File: src/erot_pkg.sv
// shared types, constants and tables for the euler xyz vector rotation block
`default_nettype none

package erot_pkg;

    // field widths
    localparam int COORD_W = 32;
    localparam int ANG_W = 32;
    localparam int TRIG_FRAC_BITS_DEF = 16;

    // reduced angle magnitude, |d| <= 45 degrees in q16.16
    localparam int MAG_W = 22;

    // q30 trig arithmetic
    localparam int Q30_W = 30;
    localparam int T_W = 31;
    localparam logic [T_W-1:0] Q30_ONE = 31'h4000_0000;
    localparam logic [26:0] DEG_TO_RAD_Q32 = 27'd74961321;

    // series terms and reciprocals floor(2^32 / div)
    localparam int N_SIN = 5;
    localparam int N_COS = 6;
    localparam logic [7:0] SIN_DIV [N_SIN] = '{8'd110, 8'd72, 8'd42, 8'd20, 8'd6};
    localparam logic [7:0] COS_DIV [N_COS] = '{8'd132, 8'd90, 8'd56, 8'd30, 8'd12, 8'd2};
    localparam logic [31:0] SIN_RECIP [N_SIN] = '{
        32'd39045157, 32'd59652323, 32'd102261126, 32'd214748364, 32'd715827882
    };
    localparam logic [31:0] COS_RECIP [N_COS] = '{
        32'd32537631, 32'd47721858, 32'd76695844, 32'd143165576, 32'd357913941,
        32'd2147483648
    };

    // pipeline and queue depths
    localparam int TRIG_LAT = 22;
    localparam int QDEPTH = 4;

    // quadrant of the reduced angle
    typedef enum logic [1:0] {
        QUAD_0,
        QUAD_1,
        QUAD_2,
        QUAD_3
    } t_quad;

    typedef struct packed {
        logic signed [COORD_W-1:0] x;
        logic signed [COORD_W-1:0] y;
        logic signed [COORD_W-1:0] z;
    } t_vec3;

    typedef struct packed {
        t_quad quad;
        logic neg;
        logic [MAG_W-1:0] mag;
    } t_red_ang;

    typedef struct packed {
        t_red_ang ang_x;
        t_red_ang ang_y;
        t_red_ang ang_z;
        t_vec3 vec;
    } t_red_beat;

    typedef struct packed {
        logic signed [ANG_W-1:0] angle_x_deg;
        logic signed [ANG_W-1:0] angle_y_deg;
        logic signed [ANG_W-1:0] angle_z_deg;
        logic signed [COORD_W-1:0] vec_x;
        logic signed [COORD_W-1:0] vec_y;
        logic signed [COORD_W-1:0] vec_z;
    } t_in_beat;

    typedef struct packed {
        logic signed [COORD_W-1:0] rot_x;
        logic signed [COORD_W-1:0] rot_y;
        logic signed [COORD_W-1:0] rot_z;
        logic saturated;
    } t_out_beat;

endpackage

`default_nettype wire

File: src/erot_front.sv
// front end: input beat acceptance and angle reduction to quadrant and offset
`default_nettype none

module erot_front import erot_pkg::*; (
    input  logic      i_clk,
    input  logic      i_rst_n,
    input  logic      i_in_valid,
    output logic      o_in_ready,
    input  t_in_beat  i_in_data,
    output logic      o_push,
    output t_red_beat o_push_data,
    input  logic      i_full
);

    localparam logic [10:0] MOD_RECIP = 11'd1456;
    localparam logic [13:0] MOD_BASE = 14'd45;
    localparam logic [5:0] MOD_TOP = 6'd44;
    localparam logic [24:0] DEG45 = 25'd2949120;
    localparam logic [24:0] DEG135 = 25'd8847360;
    localparam logic [24:0] DEG225 = 25'd14745600;
    localparam logic [24:0] DEG315 = 25'd20643840;
    localparam logic [25:0] QTR1 = 26'd5898240;
    localparam logic [25:0] QTR2 = 26'd11796480;
    localparam logic [25:0] QTR3 = 26'd17694720;
    localparam logic [25:0] QTR4 = 26'd23592960;

    logic             fe;
    logic [2:0]       r_fv;
    logic [ANG_W-1:0] angs [3];

    logic [12:0] n_u [3];
    logic [7:0]  n_qe [3];
    logic [23:0] prod [3];
    logic [12:0] r_u [3];
    logic [7:0]  r_qe [3];
    logic [18:0] r_low [3];
    t_vec3       r_vec1;

    logic [13:0] qd [3];
    logic [13:0] rem0 [3];
    logic [13:0] rem1 [3];
    logic [5:0]  mres [3];
    logic [24:0] n_r [3];
    logic [24:0] r_r [3];
    t_vec3       r_vec2;

    logic [2:0]         qn [3];
    logic [25:0]        qoff [3];
    logic signed [25:0] dd [3];
    t_red_ang           n_ang [3];
    t_red_beat          r_out;

    // the whole front shifts unless its last beat is blocked by a full queue
    assign fe = !(r_fv[2] && i_full);
    assign o_in_ready = fe;
    assign o_push = r_fv[2] && !i_full;
    assign o_push_data = r_out;

    assign angs[0] = i_in_data.angle_x_deg;
    assign angs[1] = i_in_data.angle_y_deg;
    assign angs[2] = i_in_data.angle_z_deg;

    // stage 1: split off 2^19 units and estimate the quotient by 45
    always_comb begin
        for (int i = 0; i < 3; i++) begin
            n_u[i] = {~angs[i][31], angs[i][30:19]};
            prod[i] = 24'(n_u[i]) * 24'(MOD_RECIP);
            n_qe[i] = prod[i][23:16];
        end
    end

    // stage 2: finish the mod 45 and form the angle in [0,360)
    always_comb begin
        for (int i = 0; i < 3; i++) begin
            qd[i] = 14'(r_qe[i]) * MOD_BASE;
            rem0[i] = 14'(r_u[i]) - qd[i];
            rem1[i] = (rem0[i] >= MOD_BASE) ? rem0[i] - MOD_BASE : rem0[i];
            mres[i] = (rem1[i][5:0] == 6'd0) ? MOD_TOP : rem1[i][5:0] - 6'd1;
            n_r[i] = {mres[i], r_low[i]};
        end
    end

    // stage 3: pick the nearest quadrant and the signed offset from it
    always_comb begin
        for (int i = 0; i < 3; i++) begin
            qn[i] = 3'(r_r[i] >= DEG45) + 3'(r_r[i] >= DEG135)
                  + 3'(r_r[i] >= DEG225) + 3'(r_r[i] >= DEG315);
            case (qn[i])
                3'd0: qoff[i] = '0;
                3'd1: qoff[i] = QTR1;
                3'd2: qoff[i] = QTR2;
                3'd3: qoff[i] = QTR3;
                default: qoff[i] = QTR4;
            endcase
            dd[i] = signed'({1'b0, r_r[i]} - qoff[i]);
            n_ang[i].quad = t_quad'(qn[i][1:0]);
            n_ang[i].neg = dd[i][25];
            n_ang[i].mag = dd[i][25] ? MAG_W'(-dd[i]) : MAG_W'(dd[i]);
        end
    end

    // stage valid bits
    always_ff @(posedge i_clk) begin
        if (!i_rst_n) begin
            r_fv <= '0;
        end else if (fe) begin
            r_fv <= {r_fv[1:0], i_in_valid};
        end
    end

    // stage payload
    always_ff @(posedge i_clk) begin
        if (fe) begin
            r_u <= n_u;
            r_qe <= n_qe;
            for (int i = 0; i < 3; i++) begin
                r_low[i] <= angs[i][18:0];
            end
            r_vec1.x <= i_in_data.vec_x;
            r_vec1.y <= i_in_data.vec_y;
            r_vec1.z <= i_in_data.vec_z;
            r_r <= n_r;
            r_vec2 <= r_vec1;
            r_out.ang_x <= n_ang[0];
            r_out.ang_y <= n_ang[1];
            r_out.ang_z <= n_ang[2];
            r_out.vec <= r_vec2;
        end
    end

endmodule

`default_nettype wire

File: config.mk
export PLATFORM = sky130hd
export DESIGN_NAME = erot_front
export DESIGN_NICKNAME = d
export VERILOG_FILES = /design/src/erot_pkg.sv /design/src/erot_front.sv
export SDC_FILE = /design/constraint.sdc
export NUM_CORES = 1
export LEC_CHECK = 0
export BUFFER_PORTS_ARGS = -buffer_cell sky130_fd_sc_hd__buf_2
export CORE_MARGIN = 2
export CORE_UTILIZATION = 49
export CTS_CLUSTER_DIAMETER = 150
export CTS_CLUSTER_SIZE = 30
export DETAILED_ROUTE_END_ITERATION = 8
export PLACE_DENSITY = 0.76
export RECOVER_POWER = 50
export SETUP_SLACK_MARGIN = 0.15
export SYNTH_ARGS = -nofsm -noshare
export SYNTH_HDL_FRONTEND = slang
export SYNTH_SLANG_ARGS = --single-unit
File: constraint.sdc
create_clock -name i_clk -period 39.6 [get_ports i_clk]
set_clock_uncertainty 0.2 [all_clocks]
set_input_delay 5.94 -clock i_clk [delete_from_list [all_inputs] [get_ports i_clk]]
set_output_delay 5.94 -clock i_clk [all_outputs]
set_load 0.05 [all_outputs]
* Yosys cells after proc, flatten, opt, wreduce, memory -nomap -nowiden
Memories as Yosys holds them, arrays and structs flattened. A register that Yosys moved wholly into a read port is not among the register bits.
Cells that the tools add are included.
W data, S select, Z words.
** Word-level totals
- RAM bits :: 57
- Memories :: 1
- Register bits :: 447
- Output and inout port bits :: 173
- Bits of input ports :: 196
- Logic and storage cells :: 109
** Memories
- r_low :: depth 3, bits a word 19, read ports 3, clocked after memory_dff 3, write ports 3, RTL line erot_front.sv:36 : logic [18:0] r_low [3];
** Cells by class
- Eq/ne operators :: 9
- Multiplexer cells :: 10
- Bitwise operators :: 3
- Order comparisons :: 15
- $add $sub $neg :: 24
- Reduce and logical (&&, ||, !) cells :: 13
- Multiply operators :: 6
** Operators by type and width (count)
- $pmux W25 S4 :: 3
- $ge A25 B24 Y1 const B :: 6
- $sub A25 B25 Y26 :: 3
- $ge A25 B22 Y1 const B :: 3
- $ge A25 B25 Y1 const B :: 3
- $mux W22 :: 3
- $neg A22 Y22 :: 3
- $mul A13 B7 Y20 const B :: 3
- $ge A14 B6 Y1 const B :: 3
- $mul A8 B6 Y14 const B :: 3
- $sub A13 B14 Y14 :: 3
- $eq A3 B2 Y1 const B :: 6
- $logic_not A6 Y1 :: 3
- $mux W6 :: 3
- $sub A6 B1 Y6 const B :: 3
- $sub A6 B6 Y6 const B :: 3
- $add A2 B1 Y3 :: 3
- $add A3 B1 Y3 :: 3
- $eq A3 B1 Y1 const B :: 3
- $logic_not A3 Y1 :: 3
- $add A1 B1 Y2 :: 3
- $logic_not A1 Y1 :: 5
- $not A1 Y1 :: 3
- $logic_and A1 B1 Y1 :: 2
- $mux W1 :: 1

* Logic depth before layout (Yosys ltp)
Gate-level depths: netlist of run 1.
- Depth in word-level cells :: 9
- Mapped depth :: 25
- Mapped depth without buffers :: 23

* Worst setup path before layout of run 1
Ideal clock, no wire load.
- Kind :: input to output
- From :: input i_full
- To :: output o_in_ready
- Path slack :: 15.478 ns
- Arrival time :: 17.982 ns
- Stages :: 1
- Buffers on the path :: 0
- Data required time :: 33.460 ns
- Cells stage by stage :: nand2_1
** On the way
- Cells in the longest elaborated chain, start to end :: 2
** Ends and longest elaborated chain
- from (decl) :: RTL line erot_front.sv:12 : input logic i_full
- $logic_and A1 B1 Y1 :: RTL line erot_front.sv:54 : assign fe = !(r_fv[2] && i_full);
- $logic_not A1 Y1 :: RTL line erot_front.sv:54
- to (decl) :: RTL line erot_front.sv:8 : output logic o_in_ready,
Every way passes these cells.

* Worst setup path in the final report of run 1
Same ends and word-level chain as after synthesis.

==> flow_metrics.env, run 1 <==
export IMPL_track_usage_pct=18.0
export IMPL_placed_area_um2=32900
export IMPL_path_delay_family="simple AND/OR/NAND/NOR gates"
export IMPL_cp_cell_sequence="clkbuf_1, nand2_1, buf_2"
export IMPL_synthCells=2219
export IMPL_r2r_start="r_qe[9]"
export IMPL_fin_crit_ns=14.10
export IMPL_fill_cells=4993
export IMPL_regArea_um2=16800
export IMPL_async_flop_share_pct=0
export IMPL_finalCritPeriodShare_pct=35.6
export IMPL_timing_hold_ws_ns=0.214
export IMPL_ctsRootBufferMaster="clkbuf_16"
export IMPL_die_h_um=252
export IMPL_drt_pass1_iter_count=5
export IMPL_tns_ns=0
export IMPL_synth_seq_cells=561
export IMPL_drcViolationCount=0
export IMPL_synth_edff_count=558
export IMPL_critPathMaxFanout=42
export IMPL_dp_hpwl_um=46300
export IMPL_end_kind="primary output"
export IMPL_viasPerCell=5.23
export IMPL_first_global_vias=18000
export IMPL_synth_ff_type="edfxtp_1"
export IMPL_clock_latency_ns=0.60
export IMPL_syn_area_um2=30100
export IMPL_max_slew_margin_pct=-25.4
export IMPL_placementRows=90
export IMPL_arrival_ns=7.96
export IMPL_cpPeakStageDelay_ns=1.33
export IMPL_grt_remaining_overflow=0
export IMPL_fmaxAchievable_mhz=70.9
export IMPL_worst_pin_slew_ns=1.88
export IMPL_layout_nets=3208
export IMPL_hp_start="r_vec1[83]"
export IMPL_multi_input_area_um2=11900
export IMPL_cp_required_ns=33.46
export IMPL_min_path_type="reg2reg"
export IMPL_pre_cts_ws_ns=26.49
export IMPL_avgSynthCellArea_um2=13.6
export IMPL_synth_seq_area_share_pct=55.8
export IMPL_antenna_found_initial=15
export IMPL_rsz0062_at_grt="no"
export IMPL_start_kind="input port"
export IMPL_wire_per_inst_um=17.3
export IMPL_cts_sinks=561
export IMPL_yosys_warnings=0
export IMPL_cts_max_path_buffers=3
export IMPL_hold_viol_final=0
export IMPL_maxCapViolCount=1
export IMPL_setup_viol=0
export IMPL_cts_repair_resized=0
export IMPL_initial_core_util_pct=49.7
export IMPL_drive_above_1_share_pct=12.5
export IMPL_final_area_um2=33400
export IMPL_netlist_cell_type_count=84
export IMPL_ios=369
export IMPL_crit_type="in2out"
export IMPL_path_clk_slew_ns=0.11
export IMPL_holdBufCountCts=0
export IMPL_cp_slowest_cell="nand2_1"
export IMPL_place_congestion=0.920
export IMPL_die_x_um=252
export IMPL_detail_route_antenna_nets=0
export IMPL_totalWireLength_um=58800
export IMPL_post_cts_setup_buffers=0
export IMPL_die_area_um2=63500
export IMPL_drv_slew=43
export IMPL_drt_iter0_markers=1027
export IMPL_io_buffers=368
export IMPL_cp_num_buf_inv=2
export IMPL_synthesis_nets=2832
export IMPL_status="complete, but fails checks"
export IMPL_startpoint="i_full"
export IMPL_grt_max_degree=216
export IMPL_core_area_um2=60600
export IMPL_cts_tree="yes"
export IMPL_area_growth_pct=10.7
export IMPL_grt_pass1_wl_um=92100
export IMPL_vias=17800
export IMPL_htreeDepth=1
export IMPL_setup_slack_ns=25.50
export IMPL_numCtsBuffers=22
export IMPL_violations="max-capacitance violations, max-slew violations"
-- kinds of logic after synthesis --
family                     after synthesis  synth area share (%)
buffers and inverters                  370                  4.72
muxes                                   15                 0.507
adders and majority gates              417                  20.8
xor gates and xnor gates               149                  4.38
and+or+nand+nor                        370                  6.27
DFF                                    561                  55.8
AOI/OAI and AO/OA                      337                  7.56
-- cells in the mapped netlist (16+ instances only) --
cell type / count / area share (%)
a21o_1: 28 / 0.70
a21oi_1: 90 / 1.5
a31oi_1: 22 / 0.46
and3_1: 16 / 0.33
edfxtp_1: 558 / 56
fa_1: 138 / 9.2
ha_1: 279 / 12
inv_1: 347 / 4.3
nand2_1: 71 / 0.88
nand2b_1: 24 / 0.50
nand3_1: 33 / 0.55
nor2_1: 87 / 1.1
nor3_1: 40 / 0.66
nor4_1: 19 / 0.39
o21a_1: 16 / 0.40
o21ai_0: 54 / 0.90
xnor2_1: 70 / 2.0
xor2_1: 78 / 2.3
-- through the flow --
| stage | cells | util, % |
|---|---|---|
| detailed placement | 3353 | 54.3 |
| global placement | 3353 | 54.3 |
| floorplan | 2219 | - |
| finish | 3398 | 55.1 |
| CTS | 3387 | 55.3 |
| global route | 3393 | 55.0 |
-- state kept, by name, summed over array words and instances, names as in the netlist --
signal	count
o_push_data	171
r_fv	3
r_low	57
r_qe	24
r_r	75
r_u	39
r_vec1	96
r_vec2	96
-- cells in the final DEF, fill, tap and decap left out, types with 33 or more instances in the layout --
cell type  Yosys  layout
a21oi_1       90      91
buf_2          4     267
clkbuf_1      13     112
edfxtp_1     558     558
fa_1         138     138
ha_1         279     279
inv_1        347     347
nand2_1       71      71
nand3_1       33      33
nor2_1        87      87
nor3_1        40      40
o21ai_0       54      56
xnor2_1       70      70
xor2_1        78      78
-- metal layers --
layer / track usage, % / part of all wire, %
met4: 4.63 / 2.1
met2: 31.8 / 50
met5: 0 / 0.066
met3: 2.66 / 5.1
met1: 23.4 / 43
-- path summary, 6_finish.rpt --
check / end / slack (ns) / cells past startpoint
worst max-delay path: o_in_ready / 25.50 / 3
worst min-delay path: r_vec2[83] / 0.21 / 0
worst max register to register: r_r[48] / 32.49 / 21
worst min register to register: r_vec2[83] / 0.21 / 0
-- cell type report --
class                   count  area share, %
diodes                     11         0.0825
repair buffers            374           5.30
flip-flops and latches    561           50.4
well taps                 782           2.93
clock buffers              32           1.76
multi-input cells        1288           35.5
clock inverters             2         0.0825
inverters                 348           3.92
Power of run 1 is not shown: default switching activity piles up to over one toggle a cycle in this logic, so the estimate is an artifact.
==> run 2, diff against run 1 <==
--- a/config.mk
+++ b/config.mk
@@ -11,7 +11,7 @@
 export CTS_CLUSTER_DIAMETER = 150
 export CTS_CLUSTER_SIZE = 30
 export DETAILED_ROUTE_END_ITERATION = 8
-export PLACE_DENSITY = 0.76
+export PLACE_DENSITY = 0.79
 export RECOVER_POWER = 50
 export SETUP_SLACK_MARGIN = 0.15
 export SYNTH_ARGS = -nofsm -noshare
==> constraint.sdc (replaced) <==
create_clock -name i_clk -period 11.45 [get_ports i_clk]
set_clock_uncertainty 0.2 [all_clocks]
set_input_delay 1.7175 -clock i_clk [delete_from_list [all_inputs] [get_ports i_clk]]
set_output_delay 1.7175 -clock i_clk [all_outputs]
set_load 0.05 [all_outputs]
==> flow_metrics.env, run 2 (same netlist as run 1, synthesis figures left out) <==
export IMPL_die_x_um=252
export IMPL_first_global_vias=17800
export IMPL_violations="max-capacitance violations, max-slew violations"
export IMPL_min_path_type="reg2reg"
export IMPL_cts_tree="yes"
export IMPL_startpoint="i_full"
export IMPL_drcViolationCount=0
export IMPL_arrival_ns=7.59
export IMPL_layout_common_cells="558 x edfxtp_1, 347 x inv_1, 319 x buf_2, 279 x ha_1, 138 x fa_1"
export IMPL_numCtsBuffers=22
export IMPL_cp_cell_sequence="clkbuf_1, nand2_1, clkbuf_1, buf_4, buf_4"
export IMPL_status="complete, but fails checks"
export IMPL_area_growth_pct=11.0
export IMPL_rsz0062_at_grt="no"
export IMPL_cp_slowest_cell="clkbuf_1"
export IMPL_fmaxAchievable_mhz=132
export IMPL_hold_viol_final=0
export IMPL_ios=369
export IMPL_track_usage_pct=17.9
export IMPL_finalCritPeriodShare_pct=66.3
export IMPL_cp_required_ns=11.45
export IMPL_final_common_cell="edfxtp_1"
export IMPL_wl_met3_um=3180
export IMPL_ff2ff_path_depth=4
export IMPL_antenna_found_initial=17
export IMPL_maxCapViolCount=4
export IMPL_rrSetupSlack_ns=4.80
export IMPL_die_area_um2=63500
export IMPL_crit_type="in2reg"
export IMPL_dp_hpwl_um=46000
export IMPL_r2r_start="r_fv[2]"
export IMPL_viasPerCell=5.22
export IMPL_post_cts_setup_buffers=0
export IMPL_layout_nets=3209
export IMPL_htreeDepth=1
export IMPL_r2r_end="o_push_data[4]"
export IMPL_holdBufCountCts=0
export IMPL_detail_route_antenna_nets=0
export IMPL_drt_iter0_markers=1051
export IMPL_setup_viol=0
export IMPL_fill_cells=4882
export IMPL_start_kind="input port"
export IMPL_met2WireLength_um=29000
export IMPL_wire_per_inst_um=17.1
export IMPL_worst_pin_slew_ns=4.04
export IMPL_multi_input_area_um2=11900
export IMPL_end_kind="flip-flop"
export IMPL_drv_slew=253
export IMPL_wl_met1_um=24600
export IMPL_grt_max_degree=91
export IMPL_die_h_um=252
export IMPL_fin_crit_ns=7.59
export IMPL_largest_reg_flops=171
export IMPL_grt_remaining_overflow=0
export IMPL_final_area_um2=33500
export IMPL_endpoint="o_push_data[4]"
export IMPL_placementRows=90
export IMPL_top_layer="met5"
export IMPL_drt_pass1_iter_count=5
export IMPL_regArea_um2=16800
export IMPL_cpPeakStageDelay_ns=2.14
export IMPL_cts_repair_resized=0
export IMPL_totalWireLength_um=58000
export IMPL_path_clk_slew_ns=0.12
export IMPL_grt_pass1_wl_um=91300
export IMPL_tns_ns=0
export IMPL_vias=17700
export IMPL_placed_area_um2=32900
export IMPL_drive_above_1_share_pct=14.6
export IMPL_cts_max_path_buffers=3
export IMPL_cts_sinks=561
export IMPL_clock_latency_ns=0.58
export IMPL_max_slew_margin_pct=-169
export IMPL_io_buffers=368
export IMPL_initial_core_util_pct=49.7
export IMPL_ctsRootBufferMaster="clkbuf_16"
export IMPL_critPathMaxFanout=87
export IMPL_place_congestion=0.856
export IMPL_core_area_um2=60600
run 2: worst max-delay path, delay by kind of cell:
kind / cells / cell delay (ns)
buffers and inverters: 4 / 4.24
and+or+nand+nor: 1 / 1.48
run 2: layout make-up:
type / count / area share, %
sequential: 561 / 50.3
inverter: 348 / 3.90
clock inverter: 2 / 0.0748
timing repair buffer: 375 / 5.45
tap: 782 / 2.93
multi-input combinational: 1288 / 35.5
antenna: 8 / 0.0598
clock buffer: 33 / 1.77
run 2: worst min path at each step:
stage / startpoint / end / slack, ns / cells after the start
3_3_place_gp: r_vec1[31] / r_vec2[31] / 0.20 / 0
2_1_floorplan: r_vec2[0] / o_push_data[0] / 0.20 / 0
4_1_cts: r_vec2[64] / o_push_data[64] / 0.21 / 0
3_5_place_dp: r_vec2[38] / o_push_data[38] / 0.20 / 0
6_report: r_vec2[64] / o_push_data[64] / 0.22 / 0
5_1_grt: r_vec1[18] / r_vec2[18] / 0.23 / 0
run 2: stage by stage:
step	std cells	setup slack, ns	utilization, %	hold slack (ns)
6_report	3397	3.86	55.2	0.216
5_1_grt	3394	3.28	55.2	0.234
4_1_cts	3389	5.20	55.3	0.213
3_5_place_dp	3354	5.18	54.3	0.205
3_3_place_gp	3354	5.24	54.3	0.200
2_1_floorplan	2219	1.06	-	0.200
run 2: per-layer routing:
metal,track usage (%),up-vias
met5,0,-
met4,4.51,20
met3,3.25,82
met2,31.2,376
met1,23.1,8612
li1,-,8646
Power of run 2 is left out for the same reason.
==> run 3, diff against run 2 <==
--- a/config.mk
+++ b/config.mk
@@ -11,7 +11,7 @@
 export CTS_CLUSTER_DIAMETER = 150
 export CTS_CLUSTER_SIZE = 30
 export DETAILED_ROUTE_END_ITERATION = 8
-export PLACE_DENSITY = 0.79
+export PLACE_DENSITY = 0.76
 export RECOVER_POWER = 50
 export SETUP_SLACK_MARGIN = 0.15
 export SYNTH_ARGS = -nofsm -noshare
==> constraint.sdc (replaced) <==
create_clock -name i_clk -period 7.7 [get_ports i_clk]
set_clock_uncertainty 0.2 [all_clocks]
set_input_delay 1.155 -clock i_clk [delete_from_list [all_inputs] [get_ports i_clk]]
set_output_delay 1.155 -clock i_clk [all_outputs]
set_load 0.05 [all_outputs]
==> flow_metrics.env, run 3 (same netlist as run 1, synthesis figures left out) <==
export IMPL_status="complete, no violations"
export IMPL_layout_nets=3207
export IMPL_viasPerCell=5.24
export IMPL_area_growth_pct=10.9
export IMPL_cts_max_path_buffers=3
export IMPL_core_area_um2=60600
export IMPL_finalCritPeriodShare_pct=84.5
export IMPL_tns_ns=0
export IMPL_fill_cells=5021
export IMPL_cts_repair_resized=0
export IMPL_rsz0062_at_grt="no"
export IMPL_placementRows=90
export IMPL_first_global_vias=17800
export IMPL_cp_slowest_cell="a2111oi_0"
export IMPL_cp_required_ns=7.83
export IMPL_wire_per_inst_um=17.4
export IMPL_die_area_um2=63500
export IMPL_detail_route_antenna_nets=0
export IMPL_fmaxAchievable_mhz=154
export IMPL_path_clk_slew_ns=0.11
export IMPL_timing_hold_ws_ns=0.224
export IMPL_drcViolationCount=0
export IMPL_dp_hpwl_um=46700
export IMPL_cp_num_buf_inv=2
export IMPL_pre_cts_ws_ns=1.40
export IMPL_cp_common_cell="ha_1"
export IMPL_hold_viol_final=0
export IMPL_setup_slack_ns=1.19
export IMPL_numCtsBuffers=22
export IMPL_cpPeakStageDelay_ns=0.55
export IMPL_htreeDepth=1
export IMPL_drv_slew=0
export IMPL_track_usage_pct=18.2
export IMPL_maxCapViolCount=0
export IMPL_fin_crit_ns=6.51
export IMPL_io_buffers=368
export IMPL_drt_pass1_iter_count=6
export IMPL_die_x_um=252
export IMPL_worst_pin_slew_ns=0.972
export IMPL_cp_cell_sequence="ha_1, xor2_1, ha_1, inv_1, fa_1, fa_1, inv_1, ha_1, a21oi_1, o22ai_1, a2111oi_0, o211ai_1, a2111oi_4, nand3_1, xnor2_1, ha_1, nand2_1, a21oi_1, a2bb2oi_1, xnor2_1, a21oi_1"
export IMPL_start_kind="flip-flop"
export IMPL_layout_common_cells="558 x edfxtp_1, 347 x inv_1, 279 x ha_1, 242 x buf_2, 142 x clkbuf_1"
export IMPL_setup_viol=0
export IMPL_dp_cells=3352
export IMPL_drt_iter0_markers=1035
export IMPL_grt_pass1_wl_um=92900
export IMPL_crit_type="reg2reg"
export IMPL_holdBufCountCts=0
export IMPL_place_congestion=0.913
export IMPL_largest_reg_flops=171
export IMPL_path_delay_family="adder cells"
export IMPL_max_slew_margin_pct=33.6
export IMPL_arrival_ns=6.63
export IMPL_clock_latency_ns=0.59
export IMPL_initial_core_util_pct=49.7
export IMPL_post_cts_setup_buffers=0
export IMPL_end_kind="flip-flop"
export IMPL_critPathMaxFanout=11
export IMPL_final_common_cell="edfxtp_1"
export IMPL_cts_sinks=561
export IMPL_grt_remaining_overflow=0
export IMPL_fin_cells=3402
export IMPL_cts_tree="yes"
export IMPL_die_h_um=252
export IMPL_antenna_found_initial=15
export IMPL_min_path_type="reg2reg"
export IMPL_ctsRootBufferMaster="clkbuf_16"
export IMPL_grt_max_degree=176
export IMPL_vias=17800
export IMPL_totalWireLength_um=59200
export IMPL_ios=369
export IMPL_drive_above_1_share_pct=11.7
## run 3: metal layers
metal	vias to the layer above	global-route usage, %	share of wire (%)
li1	8656	-	-
met1	8664	23.6	43
met2	417	31.8	49
met3	77	3.23	5.3
met4	8	4.65	2.4
met5	-	0	0.081
## run 3: layout make-up
type / instances / area [µm²] / share of cell area, %
clock buffers: 38 / 611 / 1.83
inverters: 348 / 1310 / 3.91
clock inverters: 2 / 27.5 / 0.0824
diodes: 10 / 25.0 / 0.0749
multi-input cells: 1288 / 11900 / 35.6
flip-flops and latches: 561 / 16800 / 50.3
well taps: 782 / 978 / 2.93
repair buffers: 373 / 1730 / 5.19
## run 3: final timing paths
| kind | depth (start not counted) | end | slack (ns) | from |
|---|---|---|---|---|
| min | 0 | r_vec2[13] | 0.22 | r_vec1[13] |
| max reg2reg | 21 | r_r[48] | 1.19 | r_qe[9] |
| max | 21 | r_r[48] | 1.19 | r_qe[9] |
| min reg2reg | 0 | r_vec2[13] | 0.22 | r_vec1[13] |
## run 3: stage by stage
step / utilization (%) / instance area (µm²)
3_5_place_dp: 54.3 / 32900
5_1_grt: 55.1 / 33400
2_1_floorplan: - / 30100
3_3_place_gp: 54.3 / 32900
4_1_cts: 55.4 / 33500
6_report: 55.1 / 33400
Power of run 3 is left out for the same reason.
