### src/erot_pkg.sv
// shared types, constants and tables for the euler xyz vector rotation block
`default_nettype none

package erot_pkg;

    // field widths
    localparam int COORD_W = 32;
    localparam int ANG_W = 32;
    localparam int TRIG_FRAC_BITS_DEF = 16;

    // reduced angle magnitude, |d| <= 45 degrees in q16.16
    localparam int MAG_W = 22;

    // q30 trig arithmetic
    localparam int Q30_W = 30;
    localparam int T_W = 31;
    localparam logic [T_W-1:0] Q30_ONE = 31'h4000_0000;
    localparam logic [26:0] DEG_TO_RAD_Q32 = 27'd74961321;

    // series terms and reciprocals floor(2^32 / div)
    localparam int N_SIN = 5;
    localparam int N_COS = 6;
    localparam logic [7:0] SIN_DIV [N_SIN] = '{8'd110, 8'd72, 8'd42, 8'd20, 8'd6};
    localparam logic [7:0] COS_DIV [N_COS] = '{8'd132, 8'd90, 8'd56, 8'd30, 8'd12, 8'd2};
    localparam logic [31:0] SIN_RECIP [N_SIN] = '{
        32'd39045157, 32'd59652323, 32'd102261126, 32'd214748364, 32'd715827882
    };
    localparam logic [31:0] COS_RECIP [N_COS] = '{
        32'd32537631, 32'd47721858, 32'd76695844, 32'd143165576, 32'd357913941,
        32'd2147483648
    };

    // pipeline and queue depths
    localparam int TRIG_LAT = 22;
    localparam int QDEPTH = 4;

    // quadrant of the reduced angle
    typedef enum logic [1:0] {
        QUAD_0,
        QUAD_1,
        QUAD_2,
        QUAD_3
    } t_quad;

    typedef struct packed {
        logic signed [COORD_W-1:0] x;
        logic signed [COORD_W-1:0] y;
        logic signed [COORD_W-1:0] z;
    } t_vec3;

    typedef struct packed {
        t_quad quad;
        logic neg;
        logic [MAG_W-1:0] mag;
    } t_red_ang;

    typedef struct packed {
        t_red_ang ang_x;
        t_red_ang ang_y;
        t_red_ang ang_z;
        t_vec3 vec;
    } t_red_beat;

    typedef struct packed {
        logic signed [ANG_W-1:0] angle_x_deg;
        logic signed [ANG_W-1:0] angle_y_deg;
        logic signed [ANG_W-1:0] angle_z_deg;
        logic signed [COORD_W-1:0] vec_x;
        logic signed [COORD_W-1:0] vec_y;
        logic signed [COORD_W-1:0] vec_z;
    } t_in_beat;

    typedef struct packed {
        logic signed [COORD_W-1:0] rot_x;
        logic signed [COORD_W-1:0] rot_y;
        logic signed [COORD_W-1:0] rot_z;
        logic saturated;
    } t_out_beat;

endpackage

`default_nettype wire

### src/erot_fifo.sv
// small queue of reduced beats between the front end and the back end
`default_nettype none

module erot_fifo import erot_pkg::*; (
    input  logic      i_clk,
    input  logic      i_rst_n,
    input  logic      i_push,
    input  t_red_beat i_push_data,
    output logic      o_full,
    input  logic      i_pop,
    output logic      o_not_empty,
    output t_red_beat o_head
);

    localparam int PTR_W = $clog2(QDEPTH);
    localparam int CNT_W = $clog2(QDEPTH + 1);

    t_red_beat        r_mem [QDEPTH];
    logic [PTR_W-1:0] r_wr;
    logic [PTR_W-1:0] r_rd;
    logic [CNT_W-1:0] r_cnt;

    assign o_full = (r_cnt == CNT_W'(QDEPTH));
    assign o_not_empty = (r_cnt != '0);
    assign o_head = r_mem[r_rd];

    // pointers and fill count
    always_ff @(posedge i_clk) begin
        if (!i_rst_n) begin
            r_wr <= '0;
            r_rd <= '0;
            r_cnt <= '0;
        end else begin
            if (i_push) begin
                r_wr <= (r_wr == PTR_W'(QDEPTH - 1)) ? '0 : r_wr + PTR_W'(1);
            end
            if (i_pop) begin
                r_rd <= (r_rd == PTR_W'(QDEPTH - 1)) ? '0 : r_rd + PTR_W'(1);
            end
            r_cnt <= r_cnt + CNT_W'(i_push) - CNT_W'(i_pop);
        end
    end

    // storage
    always_ff @(posedge i_clk) begin
        if (i_push) begin
            r_mem[r_wr] <= i_push_data;
        end
    end

    // queue never overruns or underruns
    a_no_overrun: assert property (@(posedge i_clk) disable iff (!i_rst_n)
        i_push |-> !o_full)
        else $error("push into full queue");
    a_no_underrun: assert property (@(posedge i_clk) disable iff (!i_rst_n)
        i_pop |-> o_not_empty)
        else $error("pop from empty queue");

endmodule

`default_nettype wire

### config.mk
export PLATFORM = sky130hd
export DESIGN_NAME = erot_fifo
export DESIGN_NICKNAME = d
export VERILOG_FILES = /design/src/erot_pkg.sv /design/src/erot_fifo.sv
export SDC_FILE = /design/constraint.sdc
export NUM_CORES = 1
export LEC_CHECK = 0
export ABC_CLOCK_PERIOD_IN_PS = 5100
export BUFFER_PORTS_ARGS = -buffer_cell sky130_fd_sc_hd__buf_2
export CAP_MARGIN = 10
export CORE_ASPECT_RATIO = 2
export CORE_MARGIN = 4
export CORE_UTILIZATION = 40
export DETAILED_ROUTE_END_ITERATION = 16
export PLACE_DENSITY = 0.71
export SLEW_MARGIN = 20
export SYNTH_ARGS = -nofsm -noshare
export SYNTH_HDL_FRONTEND = slang
export SYNTH_SLANG_ARGS = --single-unit
### constraint.sdc
create_clock -name i_clk -period 5.1 [get_ports i_clk]
set_input_delay 0.765 -clock i_clk [delete_from_list [all_inputs] [get_ports i_clk]]
set_output_delay 0.765 -clock i_clk [all_outputs]
set_load 0.01 [all_outputs]
Word level (Yosys, flattened, before mapping)
Memories as Yosys holds them, arrays and structs flattened. A register that Yosys moved wholly into a read port is not among the register bits.
Index checks and enable logic that the tools add are counted.
Operators by class
  add/subtract/negate cells: 4
  eq/ne operators: 3
  muxes and demuxes: 6
  reductions and logical operators: 1
Operator list (count)
  2-to-1 mux 2 bit: 4
  adder 2 x 1 -> 2 bit (second input constant): 2
  == test 2 bit (second input constant): 2
  adder 3 x 1 -> 3 bit: 1
  == test 3 bit (second input constant): 1
  nonzero test 3 bit: 1
  subtractor 3 x 1 -> 3 bit: 1
  2-to-1 mux 1 bit: 2
Word-level totals
  flip-flop bits (word level): 7
  memory bits (writable): 684
  input bits: 175
  output and inout port bits: 173
  logic and storage cells: 18
  memories kept: 1
Memories
  r_mem: depth 4, width 171, read ports 1, clocked after Yosys merged registers in 1, write ports 1, RTL line erot_fifo.sv:18  | t_red_beat r_mem [QDEPTH];

Logic depth before layout (Yosys ltp)
Gate-level depths: netlist (run 1).
  word-level depth: 4
  mapped depth: 7
  gate-level depth less buffers: 7

Worst setup path after synthesis (run 1)
OpenSTA, ideal clock, no wires.
  kind: input port to flip-flop
  start: in i_push
  end: mem r_mem[0][0] in the netlist's numbering, enable pin
  setup time: 0.551 ns
  arrival time: 4.656 ns
  slack: -0.107 ns
  stages on the path: 1
  path buffers: 0
  cell sequence: and2_1
On the way
  cells in the longest elaborated chain, start to end: 2
Ends and longest elaborated chain
  start, declared: RTL line erot_fifo.sv:7  | input logic i_push,
  2-to-1 mux 1 bit: RTL line erot_fifo.sv:46  | if (i_push) begin
  2-to-1 mux 1 bit (not written as such): RTL line erot_fifo.sv:47  | r_mem[r_wr] <= i_push_data;
  end, declared: RTL line erot_fifo.sv:18
Every way passes these cells.

==> summary.md, run 1 <==
| Metric | Value |
|---|---|
| Run status | finished, final reports clean |
| Max-slew headroom at the worst pin | 0.3698 |
| Post-route setup slack | 1676 ps |
| Netlist Area Pre-Place | 0.02510 mm2 |
| Worst reg2reg path endpoint | r_mem[0][68] |
| Cell Rows | between 100 and 150 |
| Share of post-route cells with drive strength above 1 | 0.4635 |
| Flop-to-flop setup slack | 2970 ps |
| Instance count of the mapped netlist | ~940 |
| Longest individual stage delay on the worst path | 840 ps |
| Actual slew at the worst max-slew pin | between 900 and 1000 ps |
| Fmax | just under 300 MHz |
| Number of synthesized register bits | slightly below 700 |
| Post-synthesis net count | ~1100 |
| Full die area | 0.06706 mm2 |
| Clock tree from TritonCTS | yes |
| Count of cells along the worst register-to-register path | 4 |
| Die Span Y | between 300 and 400 um |
| Sum of overflow across all layers after global routing | 0 |
| Layout Area Growth over Synthesis | 18.70% |
| Resize count post-CTS | 0 |
| Met1 track demand over resource | 0.1694 |
| Average size of a mapped cell | roughly 27 um2 |
| Detailed-route via count | around 11000 |
| FF-to-FF Start | r_wr[0] |
| Cell chosen for the clock root | sky130_fd_sc_hd__clkbuf_16 |
| RSZ-0062 raised after global routing | no |
| Number of buffers inserted for hold repair after clock tree synthesis | 0 |
| Wire length of the first global-routing pass | 76.18 mm |
| Core occupancy in the finished layout | 0.4807 |
| 1st-pass router iterations | 5 |
| DRC violation count after routing | 0 |
| Minimum clock period | 3424 ps |
| Yosys Warn Count | 0 |
| Met3 usage | 0.05161 |
| Register area share after synthesis | 0.8255 |
| Clock transition at the register clock pins on the worst setup and hold paths after CTS | about 70 ps |
| Fill cells | 5007 |
| Total GRT Usage | 0.1504 |
| Critical Path Source Type | flop |
| Type of element capturing the critical path | output pin |
| Arrival time of the worst setup path | between 2000 and 3000 ps |
| Die W | around 190 um |
| Max capacitance violation total | 0 |
| Layout Nets | roughly 1500 |
| Setup WS pre-CTS | about 2200 ps |
| Slew Viols, Final | 0 |
| Worst IR drop on VDD | 0.3359 mV |
| Initial antenna violation count | 17 |
| Number of distinct library cells after synthesis | 19 |
| Synth top area cells | sky130_fd_sc_hd__edfxtp_1 (82%), sky130_fd_sc_hd__mux4_2 (15%), sky130_fd_sc_hd__dfxtp_1 (0.72%), sky130_fd_sc_hd__buf_6 (0.49%), sky130_fd_sc_hd__buf_2 (0.38%) |
| Count of placed standard cells in the final layout, fillers left out | around 2200 |
| Vias in the first global route | roughly 12000 |
| Worst min-delay path category | in2reg |
| Number of hold-slack violations in the final timing report | 0 |
| Port buffer count | 347 |
| Number of DRC violations after detailed-routing iteration 0 | ~590 |
| Area of the core | 0.06198 mm2 |
| Routability-driven placement congestion ratio | about 0.72 |
| Cell-by-cell trace of the critical path | buf_4, mux4_2, buf_2 |
| Setup Crit Path Kind | reg2out |
| H-tree depth | 2 |
| Routed wire length | 50.50 mm |
| Total power draw | 11.99 mW |
| Areal power density over the cells | approximately 400 mW/mm2 |
| Largest net degree at the start of global routing | 110 |
| Fin crit share | 0.6715 |
| Total number of clock tree sinks | ~690 |
| Inserted Clock Buffers | 59 |
| Number of setup violations in the final report | 0 |
| Ports placed on the boundary | between 300 and 400 |
| Post-detailed-route count of antenna-violating nets | 0 |
| Library cell occupying the most area in the post-synthesis netlist | sky130_fd_sc_hd__edfxtp_1 |
| Required @ worst endpoint | between 4000 and 5000 ps |
| Setup total negative slack | 0 ps |
| DP Wirelength | approximately 32 mm |
| DR WL/cell | roughly 23 um |
| Skew final | between 20 and 30 ps |
| Global routing usage on met2 | 0.2656 |
| Initial Utilization | 0.4050 |
| Proportion of netlist area held by the largest area contributor | 0.8183 |
| Critical Path Slowest Stage Cell | sky130_fd_sc_hd__dfxtp_4 |
| Placed cell count | approximately 2000 |
| Maximum clock path buffer count | 3 |
| Setup Buffers After CTS | 0 |
| Leakage power figure | about 9.9 nW |
| Max FO, Critical Path | 34 |
| Termination of the worst setup path | o_head[60] |
| Worst-skew pair later-pin latency | approximately 620 ps |
| Post-detailed-route via-to-cell ratio | 5.137 |
| Highest-utilization routing layer at the global route stage | met2 |
-- sequential cells by signal, indices dropped and copies added, names as in the netlist, named ones only --
| name | cells |
|---|---|
| r_mem | 684 |
| r_cnt | 3 |
| r_rd | 2 |
| r_wr | 2 |
-- Yosys cell counts --
cell	number
sky130_fd_sc_hd__a21oi_1	2
sky130_fd_sc_hd__and2_1	6
sky130_fd_sc_hd__and3_1	1
sky130_fd_sc_hd__buf_1	2
sky130_fd_sc_hd__buf_2	19
sky130_fd_sc_hd__buf_6	11
sky130_fd_sc_hd__clkbuf_1	6
sky130_fd_sc_hd__dfxtp_1	9
sky130_fd_sc_hd__edfxtp_1	684
sky130_fd_sc_hd__fa_1	1
sky130_fd_sc_hd__ha_1	7
sky130_fd_sc_hd__inv_1	7
sky130_fd_sc_hd__mux2i_1	2
sky130_fd_sc_hd__mux4_2	171
sky130_fd_sc_hd__nand2b_1	2
sky130_fd_sc_hd__nor2_1	3
sky130_fd_sc_hd__or3_1	1
sky130_fd_sc_hd__or3b_2	2
sky130_fd_sc_hd__xor3_1	1
-- layout make-up --
type	count	area (um2)	share of cell area
flip-flops and latches	693	20730	0.6957
multi-input cells	199	4114	0.1381
repair buffers	362	1999	0.06711
clock buffers	64	1516	0.05090
well taps	786	983.4	0.03301
clock inverters	45	401.6	0.01348
inverters	7	26.28	0.0008819
diodes	10	25.02	0.0008399
-- cell usage in the layout, fill, tap and decap left out --
cell / netlist / routed
sky130_fd_sc_hd__mux2i_1: 2 / 2
sky130_fd_sc_hd__clkinv_4: 0 / 2
sky130_fd_sc_hd__nand2b_1: 2 / 2
sky130_fd_sc_hd__clkbuf_16: 0 / 60
sky130_fd_sc_hd__clkinvlp_4: 0 / 5
sky130_fd_sc_hd__xor3_1: 1 / 1
sky130_fd_sc_hd__fa_1: 1 / 1
sky130_fd_sc_hd__or3_1: 1 / 1
sky130_fd_sc_hd__a21oi_1: 2 / 2
sky130_fd_sc_hd__buf_4: 0 / 3
sky130_fd_sc_hd__clkinv_8: 0 / 2
sky130_fd_sc_hd__edfxtp_1: 684 / 684
sky130_fd_sc_hd__bufinv_16: 0 / 5
sky130_fd_sc_hd__mux4_2: 171 / 171
sky130_fd_sc_hd__clkbuf_1: 6 / 4
sky130_fd_sc_hd__diode_2: 0 / 10
sky130_fd_sc_hd__buf_2: 19 / 347
sky130_fd_sc_hd__dfxtp_1: 9 / 7
sky130_fd_sc_hd__and2_1: 6 / 2
sky130_fd_sc_hd__buf_12: 0 / 12
sky130_fd_sc_hd__clkinv_1: 0 / 11
sky130_fd_sc_hd__inv_6: 0 / 6
sky130_fd_sc_hd__clkinv_2: 0 / 14
sky130_fd_sc_hd__and2_4: 0 / 4
sky130_fd_sc_hd__ha_1: 7 / 7
sky130_fd_sc_hd__dfxtp_4: 0 / 2
sky130_fd_sc_hd__nor2_1: 3 / 3
sky130_fd_sc_hd__and3_1: 1 / 1
sky130_fd_sc_hd__or3b_2: 2 / 2
sky130_fd_sc_hd__inv_1: 7 / 7
-- layer usage --
metal  up-vias  routed length [um]
met5         -                  98
met4        14                1562
met3        89                4327
met2       395               27110
met1      5773               17400
li1       4856                   -
-- per-stage QoR --
step                hold WS, ps  cell area, um2
finish                    360.8           29790
global placement          500.7           27850
global route              324.8           29770
detailed placement        522.8           27850
floorplan                 475.8           25100
CTS                       296.8           29770
-- cell families after synthesis --
group           synth area share
flops                     0.8255
simple gates            0.003640
mux                       0.1542
xor+xnor               0.0009470
fa+ha+maj               0.004287
compound gates         0.0003988
buf+inv                  0.01097
-- power breakdown --
part / total [mW] / internal, mW / switching, mW
registers: 6.58 / 6.50 / 0.0777
logic: 1.01 / 0.466 / 0.546
clock network: 4.40 / 2.42 / 1.98
-- worst max-delay path, delay by kind of cell, from the launching register on --
family	cells	cell delay, ps
buffers and inverters	2	610
DFF	1	840
muxes	1	570
-- how the worst min path moves through the flow --
stage                           from             to  slack (ps)  cells past startpoint
floorplan                    r_rd[0]           flop         480                      2
global placement             r_wr[0]        r_wr[0]         500                      2
detailed placement           r_wr[0]        r_wr[0]         520                      2
CTS                 i_push_data[152]  r_mem[1][152]         300                      1
global route        i_push_data[158]  r_mem[1][158]         320                      1
finish               i_push_data[80]   r_mem[3][80]         360                      1
No activity file was read; power rests on OpenSTA's default activity.
==> inputs of run 2 (changes only) <==
Settings changed: ABC_CLOCK_PERIOD_IN_PS 5100 to 3000.
Clock period 5.1 ns to 3 ns, I/O delays scaled along.
==> summary.md, run 2 (synthesized netlist as in run 1, its figures left out) <==
| Metric | Value |
|---|---|
| Run status | finished, final reports clean |
| Die Span Y | 362.3 um |
| H-tree depth | 2 |
| Areal power density over the cells | about 680 mW/mm2 |
| Actual slew at the worst max-slew pin | approximately 630 ps |
| Fill cells | ~5000 |
| Termination of the worst setup path | o_head[121] |
| Critical Path Source Type | flop |
| Share of post-route cells with drive strength above 1 | 0.4647 |
| Hold Path Stages | 1 |
| 1st-pass router iterations | 4 |
| DR WL/cell | ~23 um |
| Fin crit share | 0.9147 |
| FF-to-FF Start | r_wr[0] |
| Critical Path Slowest Stage Cell | sky130_fd_sc_hd__mux4_2 |
| Type of element capturing the critical path | output pin |
| Layout Area Growth over Synthesis | 20.05% |
| Dominant cell type by count on the critical path | sky130_fd_sc_hd__buf_12 |
| Sum of overflow across all layers after global routing | 0 |
| Slew Viols, Final | 0 |
| Number of cells on the critical path | 4 |
| Number of DRC violations after detailed-routing iteration 0 | about 700 |
| Vias in the first global route | around 13000 |
| Maximum clock path buffer count | 3 |
| Setup total negative slack | 0 ps |
| Gate family responsible for the most delay along the worst path | buffers and inverters |
| Number of buffers inserted for hold repair after clock tree synthesis | 0 |
| Top library cells by usage in the layout, fill and taps aside | sky130_fd_sc_hd__edfxtp_1 (684), sky130_fd_sc_hd__buf_2 (347), sky130_fd_sc_hd__mux4_2 (171), sky130_fd_sc_hd__clkbuf_16 (59), sky130_fd_sc_hd__buf_12 (27) |
| Initial Utilization | 0.4050 |
| RSZ-0062 raised after global routing | no |
| Sum of met2 wire segment lengths after detailed routing | around 28 mm |
| Worst IR drop on VDD | 0.5724 mV |
| DRC violation count after routing | 0 |
| Setup WS pre-CTS | ~820 ps |
| Setup Crit Path Kind | reg2out |
| Longest individual stage delay on the worst path | around 570 ps |
| Wire length of the first global-routing pass | slightly below 80 mm |
| Max-slew headroom at the worst pin | 0.5794 |
| Count of cells along the worst register-to-register path | 4 |
| CP Buf/Inv Count | 3 |
| Routability-driven placement congestion ratio | about 0.74 |
| DP Wirelength | between 30 and 40 mm |
| Top routing layer used | met5 |
| Inserted Clock Buffers | between 50 and 60 |
| Die W | between 150 and 200 um |
| Total number of clock tree sinks | 693 |
| Clock transition at the register clock pins on the worst setup and hold paths after CTS | 70 ps |
| Cell chosen for the clock root | sky130_fd_sc_hd__clkbuf_16 |
| Largest net degree at the start of global routing | 61 |
| Max capacitance violation total | 0 |
| Number of flip-flops in the largest register | about 680 |
| Ports placed on the boundary | about 350 |
| Worst reg2reg path endpoint | r_mem[0][36] |
| Number of setup violations in the final report | 0 |
| Layout Nets | ~1500 |
| Full die area | ~0.067 mm2 |
| Cell-by-cell trace of the critical path | buf_12, buf_12, mux4_2, buf_2 |
| Post-route setup slack | 255.9 ps |
| Setup Buffers After CTS | 0 |
| Met1 layer wirelength in the final routing | around 18 mm |
| Largest register by flop count | r_mem |
| Area of the core | between 0.06 and 0.07 mm2 |
| Sum of met3 wire segment lengths after detailed routing | roughly 3.8 mm |
| Fmax | around 360 MHz |
| Resize count post-CTS | 0 |
| Max FO, Critical Path | 25 |
| Post-detailed-route via-to-cell ratio | between 5 and 6 |
| Port buffer count | 347 |
| Detailed-route via count | between 10000 and 15000 |
| Clock tree from TritonCTS | yes |
| Number of hold-slack violations in the final timing report | 0 |
| Minimum clock period | approximately 2700 ps |
| Initial antenna violation count | 14 |
| Worst min-delay path category | in2reg |
| Leading cell type in the layout, fill and taps excluded | sky130_fd_sc_hd__edfxtp_1 |
| Regs by FF count | r_mem: 684 flops, r_cnt: 3 flops |
| Skew final | about 19 ps |
| Worst-skew pair later-pin latency | about 600 ps |
| Routed wire length | about 51 mm |
| Cell Rows | 129 |
| Arrival time of the worst setup path | ~2300 ps |
| Post-detailed-route count of antenna-violating nets | 0 |
| Required @ worst endpoint | ~2600 ps |
| Flop-to-flop setup slack | ~1200 ps |
| Total GRT Usage | 0.1525 |
| Leakage power figure | between 10 and 15 nW |
## run 2: changes by cell type in the layout (fill, tap and decap cells not counted), sizes merged
| cell | previous run | this run |
|---|---|---|
| bufinv | 5 | 8 |
| clkinv | 29 | 22 |
| inv | 13 | 11 |
| clkinvlp | 5 | 2 |
| buf | 362 | 382 |
| clkbuf | 64 | 71 |
## run 2: where the power goes
group | internal [mW] | switching [mW]
clock | 4.30 | 3.27
combinational | 0.839 | 0.976
sequential | 11.0 | 0.0972
total | 16.2 | 4.35
## run 2: per-layer routing
metal	global-route usage	vias up
met4	0.05488	8
met5	0	-
li1	-	4889
met2	0.2767	362
met3	0.04229	99
met1	0.1699	5847
## run 2: worst min-delay path by stage
| stage | from | to | slack (ps) |
|---|---|---|---|
| floorplan | r_rd[0] | flop | 480 |
| global placement | r_rd[0] | flop | 480 |
| detailed placement | r_rd[0] | flop | 500 |
| CTS | i_push_data[0] | r_mem[2][0] | 20 |
| global route | i_push_data[150] | r_mem[1][150] | 30 |
| finish | i_push_data[34] | r_mem[3][34] | 60 |
## run 2: layout make-up
class                   count  area, um2  share of cell area
repair buffers            382       2337             0.07757
clock buffers              71       1521             0.05049
well taps                 786      983.4             0.03264
diodes                     10      25.02           0.0008305
clock inverters            36      397.9             0.01320
flip-flops and latches    693      20730              0.6879
multi-input cells         199       4114              0.1365
inverters                   7      26.28           0.0008720
## run 2: worst register-to-register path: cells and delay by family (launching register included)
family / cells / cell delay (ps)
simple gates: 1 / 530
buf+inv: 2 / 480
flops: 1 / 350
fa+ha+maj: 1 / 160
## run 2: per-stage QoR
stage               utilization  cell area, um2  cells  hold slack (ps)  power [mW]
finish                   0.4862           30130   2184            64.69       20.54
global route             0.4860           30120   2179            34.10       21.34
CTS                      0.4858           30110   2174            16.99       20.82
detailed placement       0.4548           28190   2067            500.2       13.23
global placement         0.4548           28190   2067            483.8       13.17
floorplan                     -           25110    937            475.8       12.34
==> inputs of run 3 (changes only) <==
Settings changed: PLACE_DENSITY 0.71 to default, SETUP_SLACK_MARGIN from default to 0.02.
==> summary.md, run 3 (synthesized netlist as in run 1, its figures left out) <==
| Metric | Value |
|---|---|
| Longest individual stage delay on the worst path | 560 ps |
| Gate family responsible for the most delay along the worst path | flip-flops |
| Number of DRC violations after detailed-routing iteration 0 | 667 |
| Hold Path Stages | 1 |
| Clock transition at the register clock pins on the worst setup and hold paths after CTS | approximately 70 ps |
| Post-Layout Inst Area | just over 0.03 mm2 |
| Placed Instance Area | 0.02828 mm2 |
| Number of cells on the critical path | 3 |
| Leakage power figure | approximately 10 nW |
| Detailed-route via count | 11368 |
| Clock power frac | 0.372 |
| CP Buf/Inv Count | 2 |
| Skew final | roughly 14 ps |
| Top library cells by usage in the layout, fill and taps aside | sky130_fd_sc_hd__edfxtp_1 (684), sky130_fd_sc_hd__buf_2 (347), sky130_fd_sc_hd__mux4_2 (171), sky130_fd_sc_hd__clkbuf_16 (58), sky130_fd_sc_hd__buf_4 (26) |
| Regs by FF count | r_mem: 684 flops, r_cnt: 3 flops |
| Share of post-route cells with drive strength above 1 | 0.4733 |
| Post-Route Hold Slack | between 50 and 60 ps |
| Full die area | 0.06706 mm2 |
| Critical Path Source Type | flop |
| Areal power density over the cells | ~700 mW/mm2 |
| Vias in the first global route | ~13000 |
| Cell chosen for the clock root | sky130_fd_sc_hd__clkbuf_16 |
| Total power draw | between 20 and 25 mW |
| Initial Utilization | 0.4050 |
| Number of hold-slack violations in the final timing report | 0 |
| Worst IR drop on VDD | 0.4891 mV |
| Layout Nets | approximately 1500 |
| Post-detailed-route via-to-cell ratio | between 5 and 6 |
| Max FO, Critical Path | 39 |
| Sum of overflow across all layers after global routing | 0 |
| Routed wire length | around 53 mm |
| Number of flip-flops in the largest register | about 700 |
| Inserted Clock Buffers | 57 |
| Cell-by-cell trace of the critical path | buf_12, mux4_2, buf_2 |
| Slew Viols, Final | 0 |
| Setup Crit Path Kind | reg2out |
| Clock tree from TritonCTS | yes |
| RSZ-0062 raised after global routing | no |
| Share of total power in sequential cells | 0.539 |
| Max-slew headroom at the worst pin | 0.5333 |
| Switching fraction of total power | 0.2148 |
| Critical Path Slowest Stage Cell | sky130_fd_sc_hd__dfxtp_4 |
| Fmax | between 300 and 400 MHz |
| Area of the core | a little over 0.06 mm2 |
| Fin crit share | 0.9218 |
| Number of setup violations in the final report | 0 |
| Leading cell type in the layout, fill and taps excluded | sky130_fd_sc_hd__edfxtp_1 |
| Routability-driven placement congestion ratio | ~0.75 |
| H-tree depth | 2 |
| Ports placed on the boundary | about 350 |
| Total GRT Usage | 0.1579 |
| Count of cells along the worst register-to-register path | 3 |
| Initial antenna violation count | 13 |
| Worst-skew pair later-pin latency | slightly above 600 ps |
| Die Span Y | around 360 um |
| Maximum clock path buffer count | 3 |
| Actual slew at the worst max-slew pin | 700.0 ps |
| Setup total negative slack | 0 ps |
| Die W | 185.1 um |
| Cell Rows | 129 |
| Setup Buffers After CTS | 0 |
| Worst min-delay path category | in2reg |
| Logic gate share of total power | 0.089 |
| Max capacitance violation total | 0 |
| Run status | finished, final reports clean |
| Largest register by flop count | r_mem |
| Required @ worst endpoint | 2550 ps |
| Layout Area Growth over Synthesis | 20.60% |
| DRC violation count after routing | 0 |
| Port buffer count | 347 |
| Net switching power | about 4.4 mW |
| DR WL/cell | 23.98 um |
| Total number of clock tree sinks | around 690 |
| Minimum clock period | about 2800 ps |
| Wire length of the first global-routing pass | 79.78 mm |
| Type of element capturing the critical path | output pin |
| DP Wirelength | between 30 and 40 mm |
| Arrival time of the worst setup path | roughly 2300 ps |
| Resize count post-CTS | 0 |
| Internal power consumption | roughly 16 mW |
| Largest net degree at the start of global routing | 59 |
| Post-detailed-route count of antenna-violating nets | 0 |
| 1st-pass router iterations | 4 |
[run 3: changes by cell type in the layout (fill, tap and decap cells not counted), sizes merged]
cell         previous run  this run
clkinvlp                2         3
diode                  10         9
clkbuf                 71        72
dlygate4sd3             0         1
buf                   382       398
clkinv                 22        21
inv                    11        10
[run 3: metal layers]
layer	global-route usage	share of wire	vias to the layer above	wire (um)
li1	-	-	4912	-
met2	0.2798	0.54	353	28380
met1	0.1866	0.36	6017	19240
met4	0.05330	0.027	6	1427
met3	0.04039	0.070	80	3670
met5	0	0.00078	-	41
[run 3: worst reg2reg max path: stages, from the launching register on]
cell                      delay [ps]
sky130_fd_sc_hd__dfxtp_1         390
sky130_fd_sc_hd__ha_1            180
sky130_fd_sc_hd__and2_4          600
sky130_fd_sc_hd__buf_4           400
[run 3: area by class of cell]
type / instances / area [um2]
Clock inverter: 35 / 419.2
Inverter: 7 / 26.28
Sequential cell: 693 / 20730
Fill cell: 5057 / 31710
Clock buffer: 72 / 1534
Antenna cell: 9 / 22.52
Timing Repair Buffer: 399 / 2442
Tap cell: 786 / 983.4
Multi-Input combinational cell: 199 / 4114
[run 3: final timing paths]
path	start	endpoint	slack (ps)
max reg2reg	r_wr[0]	r_mem[3][60]	1110
max	flop	o_head[10]	230
min	i_push_data[96]	r_mem[2][96]	60
min reg2reg	r_rd[0]	flop	520
[run 3: through the flow]
stage                     instances  utilization  setup slack, ps
after global placement         2083       0.4563            798.3
final                          2200       0.4884            234.7
after detailed placement       2083       0.4563            782.5
after global routing           2198       0.4883            72.07
after floorplan                 937            -            812.9
after CTS                      2191       0.4880            106.6
[run 3: power groups by stage]
stage	logic (mW)	clock network (mW)	registers, mW
after floorplan	1.02	0	11.3
after global placement	1.88	0	11.3
after detailed placement	1.90	0	11.4
after CTS	1.91	7.94	11.2
after global routing	2.01	8.35	11.2
final	1.85	7.69	11.1
[run 3: what timing repair did]
action	in CTS	in global routing
endpoints found under the setup margin	0	0
hold buffers	1	0
hold endpoints to repair	4	0
